**src/rtl/pfrx_pkg.sv**
```systemverilog
// Shared types and constants of the preamble frame receiver.
package pfrx_pkg;

  // Receive phases; codes above PH_CHECK are never entered.
  typedef enum logic [3:0] {
    PH_HUNT0 = 4'd0,
    PH_HUNT1 = 4'd1,
    PH_HUNT2 = 4'd2,
    PH_HUNT3 = 4'd3,
    PH_LEN   = 4'd4,
    PH_SRC   = 4'd5,
    PH_DST   = 4'd6,
    PH_DATA  = 4'd7,
    PH_CHECK = 4'd8
  } phase_t;

  // Result kinds.
  typedef enum logic [1:0] {
    KIND_DATA = 2'd0,
    KIND_OK   = 2'd1,
    KIND_BAD  = 2'd2
  } kind_t;

  // Input item modes.
  localparam logic MODE_BYTE = 1'b0;
  localparam logic MODE_TICK = 1'b1;

  // Preamble bytes.
  localparam logic [7:0] PRE0 = 8'h01;
  localparam logic [7:0] PRE1 = 8'h02;
  localparam logic [7:0] PRE2 = 8'h03;
  localparam logic [7:0] PRE3 = 8'h04;

  // Reset value of the timeout register.
  localparam logic [31:0] TIMEOUT_RESET = 32'd1000000;

  // Frame state apart from the tick timer.
  typedef struct packed {
    phase_t     phase;
    logic [7:0] length;
    logic [7:0] source;
    logic [7:0] dest;
    logic [7:0] count;
    logic [7:0] xsum;
  } frame_state_t;

  // One result beat.
  typedef struct packed {
    kind_t      kind;
    logic [7:0] data_byte;
    logic [7:0] byte_index;
    logic [7:0] frame_length;
    logic [7:0] source_addr;
    logic [7:0] dest_addr;
    logic [7:0] computed_check;
    logic       last;
  } result_t;

endpackage

```
**src/rtl/pfrx_in_if.sv**
```systemverilog
// Input channel: one received byte or one time tick per beat.
interface pfrx_in_if;
  logic       valid;
  logic       ready;
  logic       mode;
  logic [7:0] rx_byte;

  modport source (output valid, output mode, output rx_byte, input ready);
  modport sink (input valid, input mode, input rx_byte, output ready);
endinterface

```
**src/rtl/pfrx_out_if.sv**
```systemverilog
// Result channel: payload bytes and frame end reports.
interface pfrx_out_if;
  logic       valid;
  logic       ready;
  logic [1:0] kind;
  logic [7:0] data_byte;
  logic [7:0] byte_index;
  logic [7:0] frame_length;
  logic [7:0] source_addr;
  logic [7:0] dest_addr;
  logic [7:0] computed_check;
  logic       last;

  modport source (output valid, output kind, output data_byte, output byte_index,
                  output frame_length, output source_addr, output dest_addr,
                  output computed_check, output last, input ready);
  modport sink (input valid, input kind, input data_byte, input byte_index,
                input frame_length, input source_addr, input dest_addr,
                input computed_check, input last, output ready);
endinterface

```
**src/rtl/pfrx_cfg_if.sv**
```systemverilog
// Configuration write channel for the timeout register.
interface pfrx_cfg_if;
  logic        valid;
  logic        ready;
  logic [31:0] data;

  modport source (output valid, output data, input ready);
  modport sink (input valid, input data, output ready);
endinterface

```
**src/rtl/pfrx_step.sv**
```systemverilog
// Next-state and result logic for one accepted input beat.
module pfrx_step
  import pfrx_pkg::*;
#(
  parameter int TIMER_BITS = 32
) (
  input  frame_state_t          st,
  input  logic [TIMER_BITS-1:0] elapsed,
  input  logic [31:0]           timeout,
  input  logic                  mode,
  input  logic [7:0]            rx_byte,
  output frame_state_t          st_nxt,
  output logic [TIMER_BITS-1:0] elapsed_nxt,
  output logic                  res_valid,
  output result_t               res
);

  localparam int CMP_BITS = (TIMER_BITS > 32) ? TIMER_BITS : 32;

  logic [TIMER_BITS-1:0] elapsed_inc;
  logic                  timed_out;
  logic [7:0]            xsum_new;
  logic                  data_done;

  // Saturating tick count and the timeout compare on the incremented value.
  always_comb begin
    elapsed_inc = (elapsed != '1) ? elapsed + 1'b1 : elapsed;
    timed_out   = CMP_BITS'(elapsed_inc) > CMP_BITS'(timeout);
    xsum_new    = st.xsum ^ rx_byte;
    data_done   = ({1'b0, st.count} + 9'd1) >= {1'b0, st.length};
  end

  // One step of the receive sequence.
  always_comb begin
    st_nxt             = st;
    elapsed_nxt        = elapsed;
    res_valid          = 1'b0;
    res.kind           = KIND_DATA;
    res.data_byte      = rx_byte;
    res.byte_index     = st.count;
    res.frame_length   = st.length;
    res.source_addr    = st.source;
    res.dest_addr      = st.dest;
    res.computed_check = xsum_new;
    res.last           = 1'b0;

    if (mode == MODE_TICK) begin
      // Ticks age an open frame and abandon it past the timeout.
      if (st.phase == PH_HUNT0 || st.phase > PH_CHECK) begin
        st_nxt.phase = PH_HUNT0;
      end else begin
        elapsed_nxt = elapsed_inc;
        if (timed_out) begin
          st_nxt.phase = PH_HUNT0;
        end
      end
    end else begin
      unique case (st.phase)
        PH_HUNT1: begin
          st_nxt.xsum  = xsum_new;
          st_nxt.phase = (rx_byte == PRE1) ? PH_HUNT2 : PH_HUNT0;
        end
        PH_HUNT2: begin
          st_nxt.xsum  = xsum_new;
          st_nxt.phase = (rx_byte == PRE2) ? PH_HUNT3 : PH_HUNT0;
        end
        PH_HUNT3: begin
          st_nxt.xsum  = xsum_new;
          st_nxt.phase = (rx_byte == PRE3) ? PH_LEN : PH_HUNT0;
        end
        PH_LEN: begin
          st_nxt.xsum   = xsum_new;
          st_nxt.length = rx_byte;
          st_nxt.phase  = PH_SRC;
        end
        PH_SRC: begin
          st_nxt.xsum   = xsum_new;
          st_nxt.source = rx_byte;
          st_nxt.phase  = PH_DST;
        end
        PH_DST: begin
          st_nxt.xsum  = xsum_new;
          st_nxt.dest  = rx_byte;
          st_nxt.count = 8'd0;
          st_nxt.phase = (st.length == 8'd0) ? PH_CHECK : PH_DATA;
        end
        PH_DATA: begin
          st_nxt.xsum  = xsum_new;
          st_nxt.count = st.count + 8'd1;
          if (data_done) begin
            st_nxt.phase = PH_CHECK;
          end
          res_valid = 1'b1;
        end
        PH_CHECK: begin
          st_nxt.phase       = PH_HUNT0;
          res_valid          = 1'b1;
          res.kind           = (rx_byte == st.xsum) ? KIND_OK : KIND_BAD;
          res.byte_index     = 8'd0;
          res.computed_check = st.xsum;
          res.last           = 1'b1;
        end
        default: begin
          // Hunting the first preamble byte; unused codes behave the same.
          st_nxt.phase = PH_HUNT0;
          if (rx_byte == PRE0) begin
            elapsed_nxt  = '0;
            st_nxt.xsum  = rx_byte;
            st_nxt.phase = PH_HUNT1;
          end
        end
      endcase
    end
  end

endmodule

```
**src/rtl/preamble_frame_receiver_xor_check_top.sv**
```systemverilog
// Top level of the preamble frame receiver with XOR check.
//
// The input channel carries one beat per received line byte (mode 0) or per
// time tick (mode 1). The receiver hunts for the preamble 01 02 03 04, takes
// length, source and destination bytes, then emits one result beat per
// payload byte with its index, and a frame end beat (last set) that reports
// accepted or mismatch from the XOR of all frame bytes before the check byte.
// Preamble, header and tick beats give no result. Ticks age an open frame;
// past timeout_ticks the frame is dropped without a result.
// The configuration channel writes timeout_ticks and is always ready.
// A result appears on the output register in the cycle after its input
// beat is accepted. Throughput: one input beat per cycle, set by the single
// state update between the input handshake and the result register.
// When the result receiver stalls, the pending result is held and the input
// stalls only while that register is full and not being taken.
// Reset clears the output register, returns to the hunt and reloads the
// timeout with 1000000 ticks.
module preamble_frame_receiver_xor_check_top
  import pfrx_pkg::*;
#(
  parameter int TIMER_BITS = 32
) (
  input  logic       clk,
  input  logic       rst_n,
  pfrx_in_if.sink    in_bus,
  pfrx_out_if.source out_bus,
  pfrx_cfg_if.sink   cfg_bus
);

  frame_state_t          st_r;
  frame_state_t          st_nxt;
  logic [TIMER_BITS-1:0] elapsed_r;
  logic [TIMER_BITS-1:0] elapsed_nxt;
  logic [31:0]           timeout_r;
  logic                  out_valid_r;
  result_t               res_r;
  result_t               res;
  logic                  res_valid;
  logic                  in_acc;

  // Handshakes: input is taken while the result register is free or draining.
  assign in_bus.ready  = !out_valid_r || out_bus.ready;
  assign in_acc        = in_bus.valid && in_bus.ready;
  assign cfg_bus.ready = 1'b1;

  // Per-beat state step.
  pfrx_step #(
    .TIMER_BITS(TIMER_BITS)
  ) u_step (
    .st         (st_r),
    .elapsed    (elapsed_r),
    .timeout    (timeout_r),
    .mode       (in_bus.mode),
    .rx_byte    (in_bus.rx_byte),
    .st_nxt     (st_nxt),
    .elapsed_nxt(elapsed_nxt),
    .res_valid  (res_valid),
    .res        (res)
  );

  // Frame state and timer.
  always_ff @(posedge clk) begin
    if (!rst_n) begin
      st_r.phase  <= PH_HUNT0;
      st_r.length <= 8'd0;
      st_r.source <= 8'd0;
      st_r.dest   <= 8'd0;
      st_r.count  <= 8'd0;
      st_r.xsum   <= 8'd0;
      elapsed_r   <= '0;
    end else if (in_acc) begin
      st_r      <= st_nxt;
      elapsed_r <= elapsed_nxt;
    end
  end

  // Timeout register.
  always_ff @(posedge clk) begin
    if (!rst_n) begin
      timeout_r <= TIMEOUT_RESET;
    end else if (cfg_bus.valid && cfg_bus.ready) begin
      timeout_r <= cfg_bus.data;
    end
  end

  // Result register.
  always_ff @(posedge clk) begin
    if (!rst_n) begin
      out_valid_r <= 1'b0;
    end else if (in_acc) begin
      out_valid_r <= res_valid;
    end else if (out_bus.ready) begin
      out_valid_r <= 1'b0;
    end
  end

  always_ff @(posedge clk) begin
    if (in_acc && res_valid) begin
      res_r <= res;
    end
  end

  assign out_bus.valid          = out_valid_r;
  assign out_bus.kind           = res_r.kind;
  assign out_bus.data_byte      = res_r.data_byte;
  assign out_bus.byte_index     = res_r.byte_index;
  assign out_bus.frame_length   = res_r.frame_length;
  assign out_bus.source_addr    = res_r.source_addr;
  assign out_bus.dest_addr      = res_r.dest_addr;
  assign out_bus.computed_check = res_r.computed_check;
  assign out_bus.last           = res_r.last;

  // The payload phase is only entered with a non-zero length.
  a_data_len : assert property (@(posedge clk) disable iff (!rst_n)
    st_r.phase == PH_DATA |-> st_r.length != 8'd0)
    else $error("payload phase with zero length");

  // A check byte closes the frame with a frame end beat.
  a_check_end : assert property (@(posedge clk) disable iff (!rst_n)
    in_acc && in_bus.mode == MODE_BYTE && st_r.phase == PH_CHECK
    |=> st_r.phase == PH_HUNT0 && out_valid_r && res_r.last)
    else $error("check byte did not end the frame");

  // Ticks while hunting change nothing and give no result.
  a_tick_hunt : assert property (@(posedge clk) disable iff (!rst_n)
    in_acc && in_bus.mode == MODE_TICK && st_r.phase == PH_HUNT0
    |=> st_r.phase == PH_HUNT0 && !out_valid_r && $stable(elapsed_r))
    else $error("tick disturbed the hunt");

  // A payload beat never carries the frame end flag.
  a_data_kind : assert property (@(posedge clk) disable iff (!rst_n)
    in_acc && in_bus.mode == MODE_BYTE && st_r.phase == PH_DATA
    |=> out_valid_r && !res_r.last && res_r.kind == KIND_DATA)
    else $error("payload beat malformed");

endmodule

```
**src/flat_wrapper.sv**
```systemverilog
// flat-port wrapper written by rule: the top's interface ports become plain ports
module preamble_frame_receiver_xor_check_top_flat import pfrx_pkg::*;
#(
  parameter int TIMER_BITS = 32
)
  (clk, rst_n, in_bus_valid, in_bus_mode, in_bus_rx_byte, in_bus_ready, out_bus_valid, out_bus_kind, out_bus_data_byte, out_bus_byte_index, out_bus_frame_length, out_bus_source_addr, out_bus_dest_addr, out_bus_computed_check, out_bus_last, out_bus_ready, cfg_bus_valid, cfg_bus_data, cfg_bus_ready);
  pfrx_in_if in_bus_i ();
  pfrx_out_if out_bus_i ();
  pfrx_cfg_if cfg_bus_i ();
  input  logic clk;
  input  logic rst_n;
  input wire logic [$bits(in_bus_i.valid)-1:0] in_bus_valid;
  input wire logic [$bits(in_bus_i.mode)-1:0] in_bus_mode;
  input wire logic [$bits(in_bus_i.rx_byte)-1:0] in_bus_rx_byte;
  output wire logic [$bits(in_bus_i.ready)-1:0] in_bus_ready;
  output wire logic [$bits(out_bus_i.valid)-1:0] out_bus_valid;
  output wire logic [$bits(out_bus_i.kind)-1:0] out_bus_kind;
  output wire logic [$bits(out_bus_i.data_byte)-1:0] out_bus_data_byte;
  output wire logic [$bits(out_bus_i.byte_index)-1:0] out_bus_byte_index;
  output wire logic [$bits(out_bus_i.frame_length)-1:0] out_bus_frame_length;
  output wire logic [$bits(out_bus_i.source_addr)-1:0] out_bus_source_addr;
  output wire logic [$bits(out_bus_i.dest_addr)-1:0] out_bus_dest_addr;
  output wire logic [$bits(out_bus_i.computed_check)-1:0] out_bus_computed_check;
  output wire logic [$bits(out_bus_i.last)-1:0] out_bus_last;
  input wire logic [$bits(out_bus_i.ready)-1:0] out_bus_ready;
  input wire logic [$bits(cfg_bus_i.valid)-1:0] cfg_bus_valid;
  input wire logic [$bits(cfg_bus_i.data)-1:0] cfg_bus_data;
  output wire logic [$bits(cfg_bus_i.ready)-1:0] cfg_bus_ready;
  assign in_bus_i.valid = in_bus_valid;
  assign in_bus_i.mode = in_bus_mode;
  assign in_bus_i.rx_byte = in_bus_rx_byte;
  assign in_bus_ready = in_bus_i.ready;
  assign out_bus_valid = out_bus_i.valid;
  assign out_bus_kind = out_bus_i.kind;
  assign out_bus_data_byte = out_bus_i.data_byte;
  assign out_bus_byte_index = out_bus_i.byte_index;
  assign out_bus_frame_length = out_bus_i.frame_length;
  assign out_bus_source_addr = out_bus_i.source_addr;
  assign out_bus_dest_addr = out_bus_i.dest_addr;
  assign out_bus_computed_check = out_bus_i.computed_check;
  assign out_bus_last = out_bus_i.last;
  assign out_bus_i.ready = out_bus_ready;
  assign cfg_bus_i.valid = cfg_bus_valid;
  assign cfg_bus_i.data = cfg_bus_data;
  assign cfg_bus_ready = cfg_bus_i.ready;
  preamble_frame_receiver_xor_check_top #(.TIMER_BITS(TIMER_BITS)) u_core (.clk(clk), .rst_n(rst_n), .in_bus(in_bus_i), .out_bus(out_bus_i), .cfg_bus(cfg_bus_i));
endmodule
```
**config.mk**
```make
export PLATFORM = sky130hd
export DESIGN_NAME = preamble_frame_receiver_xor_check_top_flat
export DESIGN_NICKNAME = d
export VERILOG_FILES = /design/src/rtl/pfrx_pkg.sv /design/src/rtl/pfrx_in_if.sv /design/src/rtl/pfrx_out_if.sv /design/src/rtl/pfrx_cfg_if.sv /design/src/rtl/pfrx_step.sv /design/src/rtl/preamble_frame_receiver_xor_check_top.sv /design/src/flat_wrapper.sv
export SDC_FILE = /design/constraint.sdc
export NUM_CORES = 1
export LEC_CHECK = 0
export BUFFER_PORTS_ARGS = -buffer_cell sky130_fd_sc_hd__clkbuf_2
export CORE_ASPECT_RATIO = 0.9
export CORE_UTILIZATION = 40
export DETAILED_ROUTE_END_ITERATION = 10
export PLACE_DENSITY_LB_ADDON = 0.15
export REMOVE_ABC_BUFFERS = 1
export SKIP_LAST_GASP = 1
export SLEW_MARGIN = 5
export SYNTH_ARGS = -nofsm -noshare
export SYNTH_HDL_FRONTEND = slang
export SYNTH_SLANG_ARGS = --single-unit
```
**constraint.sdc**
```tcl
create_clock -name clk -period 5.5 [get_ports clk]
set_input_delay 0.825 -clock clk [delete_from_list [all_inputs] [get_ports clk]]
set_output_delay 0.825 -clock clk [all_outputs]
set_load 0.02 [all_outputs]
```
---- Word level (Yosys, flattened, before mapping) ----
Cells that the tools add are included.
word-level totals
  logic and storage cells ................. 93
  flip-flop bits (word level) ............. 160
  output and inout bits ................... 54
  input bits .............................. 46
cells by class
  $add $sub $neg .......................... 3
  magnitude comparators ................... 3
  multiplexer cells ....................... 27
  bitwise operators ....................... 3
  equal/unequal tests ..................... 18
  reduce and logical (&&, ||, !) cells .... 22
operator list
  operator               count
  $mux 32                5
  $add 32x1->32 const B  1
  $gt 32x32->1           1
  $ne 32x32->1 const B   1
  $pmux 4 s8             1
  $pmux 8 s2             2
  $mux 8                 3
  $mux 4                 5
  $mux 9                 2
  $eq 4x3->1 const B     4
  $eq 8x2->1 const B     2
  $reduce_and 3->1       5
  $add 8x1->9 const B    1
  $ge 9x8->1             1
  $add 8x1->8 const B    1
  $eq 4x2->1 const B     2
  $eq 8x1->1 const B     1
  $eq 8x3->1 const B     1
  $eq 8x8->1             1
  $logic_not 8->1        1
  $reduce_and 4->1       2
  $reduce_bool 2->1      4
  $reduce_or 8->1        1
  $xor 8x8->8            1
  other kinds (17)       27

---- Logic depth before layout (Yosys ltp) ----
  word-level depth ........................ 6
  gate-level depth with buffers ........... 15
  depth with buffers taken out ............ 14

---- Cells and area by module ----
Synthesis repeated with hierarchy kept, for this count alone.
second synthesis, totals
  cell total of the unflattened synthesis .. 1147
  area total of the unflattened synthesis .. 10193.5 µm²
modules (own cells, without submodules)
  module                                 times used  area each (µm²)  sequential area each (µm²)  cells each
  preamble_frame_receiver_xor_check_top  1           5779.3           3713.6                      492
  pfrx_step                              1           4414.2           0.0                         655

---- Worst setup path before layout ----
No wires, ideal clock.
  kind .................................... input to register
  from .................................... input out_bus_ready
  to ...................................... register u_core.res_r, in the netlist u_core.out_bus.byte_index[0] (enable)
  setup time .............................. 0.539 ns
  arrival time ............................ 5.056 ns
  setup slack ............................. -0.096 ns
  path buffers ............................ 0
  stages .................................. 4
  required time ........................... 4.961 ns
  cell sequence ........................... nor2b_1 inv_1 nand2_1 a211oi_1
on the way
  word-level cells in the longest chain between the ends .. 3
RTL lines
  what                  RTL line                                     RTL
  from (decl)           flat_wrapper.sv:25                           input wire logic [$bits(out_bus_i.ready)-1:0] out_bus_ready;
  $logic_or 1x1->1      preamble_frame_receiver_xor_check_top.sv:42  assign in_bus.ready = !out_valid_r || out_bus.ready;
  via in_bus_ready      flat_wrapper.sv:15                           output wire logic [$bits(in_bus_i.ready)-1:0] in_bus_ready;
  $logic_and 1x1->1     preamble_frame_receiver_xor_check_top.sv:43  assign in_acc = in_bus.valid && in_bus.ready;
  $logic_and 1x1->1     preamble_frame_receiver_xor_check_top.sv:98  if (in_acc && res_valid) begin
  to (signal assigned)  preamble_frame_receiver_xor_check_top.sv:99  res_r <= res;
  to (decl)             preamble_frame_receiver_xor_check_top.sv:36  result_t res_r;
The timed path passes the listed nets, and every way through them passes these cells.
A chain may end at the register's enable or synchronous reset.

---- Final worst setup path ----
  from .................................... register u_core.elapsed_r[3]
  to ...................................... register u_core.st_r[42] (netlist name)
on the way
  word-level cells in the longest chain between the ends .. 5
  elaborated cells on any way between the ends .. 6
  those cells by class .................... 1 x add/sub; 1 x order compare; 2 x eq/ne; 1 x mux; 1 x reduce/logical
RTL lines
  what                                                  RTL line                                     RTL
  from (decl)                                           preamble_frame_receiver_xor_check_top.sv:32  logic [TIMER_BITS-1:0] elapsed_r;
  from (signal assigned)                                preamble_frame_receiver_xor_check_top.sv:73  elapsed_r <= elapsed_nxt;
  $add 32x1->32 / $ne 32x32->1 (equally long branches)  pfrx_step.sv:27                              elapsed_inc = (elapsed != '1) ? elapsed + 1'b1 : elapsed;
  $mux 32 (*)                                           pfrx_step.sv:27
  $gt 32x32->1 (*)                                      pfrx_step.sv:28                              timed_out = CMP_BITS'(elapsed_inc) > CMP_BITS'(timeout);
  $ne 3x1->1 (no source line) (*)                       --
  $reduce_and 3->1 (no source line) (*)                 --
  to (signal assigned)                                  preamble_frame_receiver_xor_check_top.sv:72  st_r <= st_nxt;
  to (decl)                                             preamble_frame_receiver_xor_check_top.sv:30  frame_state_t st_r;
Mark *: on every way between the ends. The rest lies on a longest branch, timed or not.

==> metrics.txt <==
Final Net Count=1,032; Core ar.=20,100 um^2; mux share of post-synthesis cell area=3.65%; initial antenna violation count=0; H-tree Lvls=4; hold_sp=u_core.st_r[28]$_SDFFE_PN0P_; pin count of the biggest net entering global routing=61; Synth async-reset ratio=0%; depth of the worst register-to-register path=12; TritonRoute pass-1 iters=5; Worst Hold End=u_core.out_bus.source_addr[4]$_DFFE_PP_; pins over their slew limit=0; Seq/Total Area, Yosys=44.9%; Ys Warns=0; Synth Flop Type=dfxtp_1; Comb pwr share=4.7%; Net Sw Frac=24.8%; Adder-Cell Fraction of Synth Area=6.48%; Bufs on Longest Clock Path=2; syn avg cell area=9.43 um^2; post-synthesis cell area=8270 um^2; drt drc=0; Clk pwr share=47.1%; Tcrit/Tclk final=72.7%; worst-skew pair later-pin latency=0.43 ns; detailed-route via count=6,465; chip height=138 um; placed inst area=8890 um^2; # IOs=100; Total Routed Length=19,400 um; setup bufs post-CTS=0; Required @ worst endpoint=5.80 ns; Final Instance Area=9470 um^2; Setup crit start kind=flip-flop; Seq pwr share=48.2%; placed cell count=1,180; Post-synth EDFFs=51; RSZ-0062 raised after global routing=no; Synth Area in XOR/XNOR=5.69%; Worst VDD drop=187 uV; status=completed; number of max-cap violations=0; Initial Util=41.1%; CTS Sinks=160; Hold Crit Class=reg2reg; grt ovf=0; Final Hold Fails=0; Iter 0 DRT Violations=382; TritonCTS clock tree=yes; synth-to-layout area growth=14.6%; vias in the first global route=6,098; DIE AREA=21,200 um^2; Hold Buf Count CTS=0; synthesized flop and latch total=160; Max FO, Critical Path=12; CP Class=reg2reg; Cell variety after synth=66; Fmax=250 MHz; Rel. slew slack=24.1%; proportion of layout cells with a drive suffix above 1=15.9%; pwr dens=270 nW/um^2; CP arrival=4.30 ns; # setup viols final=0; worst reg2reg path endpoint=u_core.st_r[42]$_SDFFE_PN0P_; most frequent cells in the layout=nand2_1 (111), dfxtp_1 (109), clkbuf_2 (98), edfxtp_1 (51), inv_1 (49); clk slew on worst S/H paths=0.07 ns; worst reg-to-reg setup slack=1.50 ns; Worst Setup End Kind=flip-flop; Row Count=49; Routed WL per cell=16.0 um; post-synthesis compound-gate area fraction=15.4%; Internal=0.00192 W; Post-Synth Simple-Gate Area=18.9%; NetSw=0.000634 W; antenna viol nets, final=0; worst slew pin tran=1.13 ns; RePlAce Congestion=0.807; hpwl dp=13,200 um; Non-Filler Instances=1,212; vias per std cell=5.33; Inserted Diodes=0; origin of the critical flop-to-flop path=u_core.elapsed_r[3]$_SDFFE_PN0P_; combinational family with the most area after synthesis=simple AND/OR/NAND/NOR gates; gr usage total=18.9%; total CTS buffers=17; chip width=154 um; post-CTS sizing=0; Setup Skew=0.0109 ns; first-pass GRT wire length=31,900 um; minimum clock period=4.00 ns; most common cell after layout, fill and taps aside=nand2_1; Post-Synthesis Cells=877; LEAKAGE=3.78 nW; CTS Root Buffer Type=clkbuf_16; I/O Buffers=98; Core Util, Final=47.1%; Hold Crit Depth=0
[sequential cells by signal, indices dropped and copies added, names as in the netlist]
signal	flops
u_core.st_r	44
u_core.elapsed_r	32
u_core.timeout_r	32
u_core.out_bus.byte_index	8
u_core.out_bus.computed_check	8
u_core.out_bus.data_byte	8
u_core.out_bus.dest_addr	8
u_core.out_bus.frame_length	8
u_core.out_bus.source_addr	8
u_core.out_bus.kind	2
u_core.out_bus.last	1
u_core.out_bus.valid	1
[power by group through the flow]
| stage | Combinational (W) | Sequential [W] | Clock [W] |
|---|---|---|---|
| CTS | 0.000123 | 0.00123 | 0.00123 |
| finish | 0.000121 | 0.00123 | 0.00121 |
| global placement | 0.000121 | 0.00126 | 0 |
| detailed placement | 0.000121 | 0.00126 | 0 |
| floorplan | 0.0000621 | 0.00126 | 0 |
| global route | 0.000137 | 0.00123 | 0.00128 |
[worst max-delay path: stages, from the launching register on]
cell and delay (ns):
dfxtp_1 0.45, nand4_1 0.23, or4_4 0.63, a31oi_4 0.39, nand3_2 0.16, xnor2_1 0.17
ha_1 0.32, nand4_1 0.13, nor4_1 0.40, and4_1 0.39, o41a_1 0.24, o211ai_2 0.18
mux2i_1 0.18
[area by class of cell]
class	instances	area, um^2
timing repair buffer	101	513
inverter	49	184
fill	1953	10600
clock inverter	15	160
multi-input combinational	615	4160
clock buffer	17	425
sequential	160	3710
tap	255	319
[cell usage after synthesis (4+ instances only)]
library cell / n / area (um^2)
nand2_1: 111 / 417
dfxtp_1: 109 / 2180
edfxtp_1: 51 / 1530
inv_1: 49 / 184
ha_1: 42 / 526
o21ai_0: 41 / 205
xnor2_1: 39 / 342
clkbuf_1: 36 / 135
nor2b_1: 33 / 206
nor2_1: 32 / 120
mux2i_1: 29 / 290
a21oi_1: 28 / 140
a21boi_0: 27 / 203
nand3_1: 26 / 130
nand4_1: 19 / 119
o211ai_1: 19 / 143
and2_1: 16 / 100
nor3_1: 13 / 65.1
o31ai_1: 12 / 90.1
buf_2: 11 / 55.1
xor2_1: 11 / 96.3
o2111ai_1: 10 / 87.6
or3_1: 10 / 62.6
a31oi_1: 9 / 56.3
a21o_1: 7 / 52.6
and3_1: 7 / 43.8
a22o_1: 6 / 52.6
nor4_1: 6 / 37.5
and4_1: 5 / 43.8
a22oi_1: 4 / 30.0
nand4b_1: 4 / 35.0
o21ai_1: 4 / 20.0
[kinds of logic after synthesis]
logic type	after synthesis
and+or+nand+nor	301
AOI/OAI and AO/OA	188
xor gates and xnor gates	52
DFF	160
muxes	30
adders and majority gates	43
other	1
buffers and inverters	102
[metal layers]
layer	vias to the layer above	wire length [um]	track usage (%)
met5	-	0	0
met1	3018	10200	28.6
met3	23	852	3.76
li1	3261	-	-
met4	0	267	5.84
met2	163	7990	26.8
[stage by stage]
step	TNS (ns)	hold slack [ns]	setup WS, ns	power (W)
after global routing	0	0.448	1.15	0.00265
after global placement	0	0.408	1.69	0.00138
after CTS	0	0.432	1.57	0.00259
after floorplan	-4.89	0.402	-0.0959	0.00132
final	0	0.432	1.50	0.00256
after detailed placement	0	0.415	1.58	0.00138
[how the worst max path moves through the flow]
| stage | depth (start not counted) | startpoint | endpoint |
|---|---|---|---|
| finish | 12 | u_core.elapsed_r[3]$_SDFFE_PN0P_ | u_core.st_r[42]$_SDFFE_PN0P_ |
| floorplan | 4 | out_bus_ready | u_core.out_bus.byte_index[0]$_DFFE_PP_ |
| global placement | 11 | u_core.elapsed_r[17]$_SDFFE_PN0P_ | u_core.st_r[43]$_SDFFE_PN0P_ |
| global route | 13 | u_core.elapsed_r[0]$_SDFFE_PN0P_ | u_core.st_r[42]$_SDFFE_PN0P_ |
| detailed placement | 11 | u_core.elapsed_r[17]$_SDFFE_PN0P_ | u_core.st_r[40]$_SDFFE_PN0P_ |
| CTS | 12 | u_core.elapsed_r[3]$_SDFFE_PN0P_ | u_core.st_r[42]$_SDFFE_PN0P_ |
No activity file was read; power rests on OpenSTA's default activity.
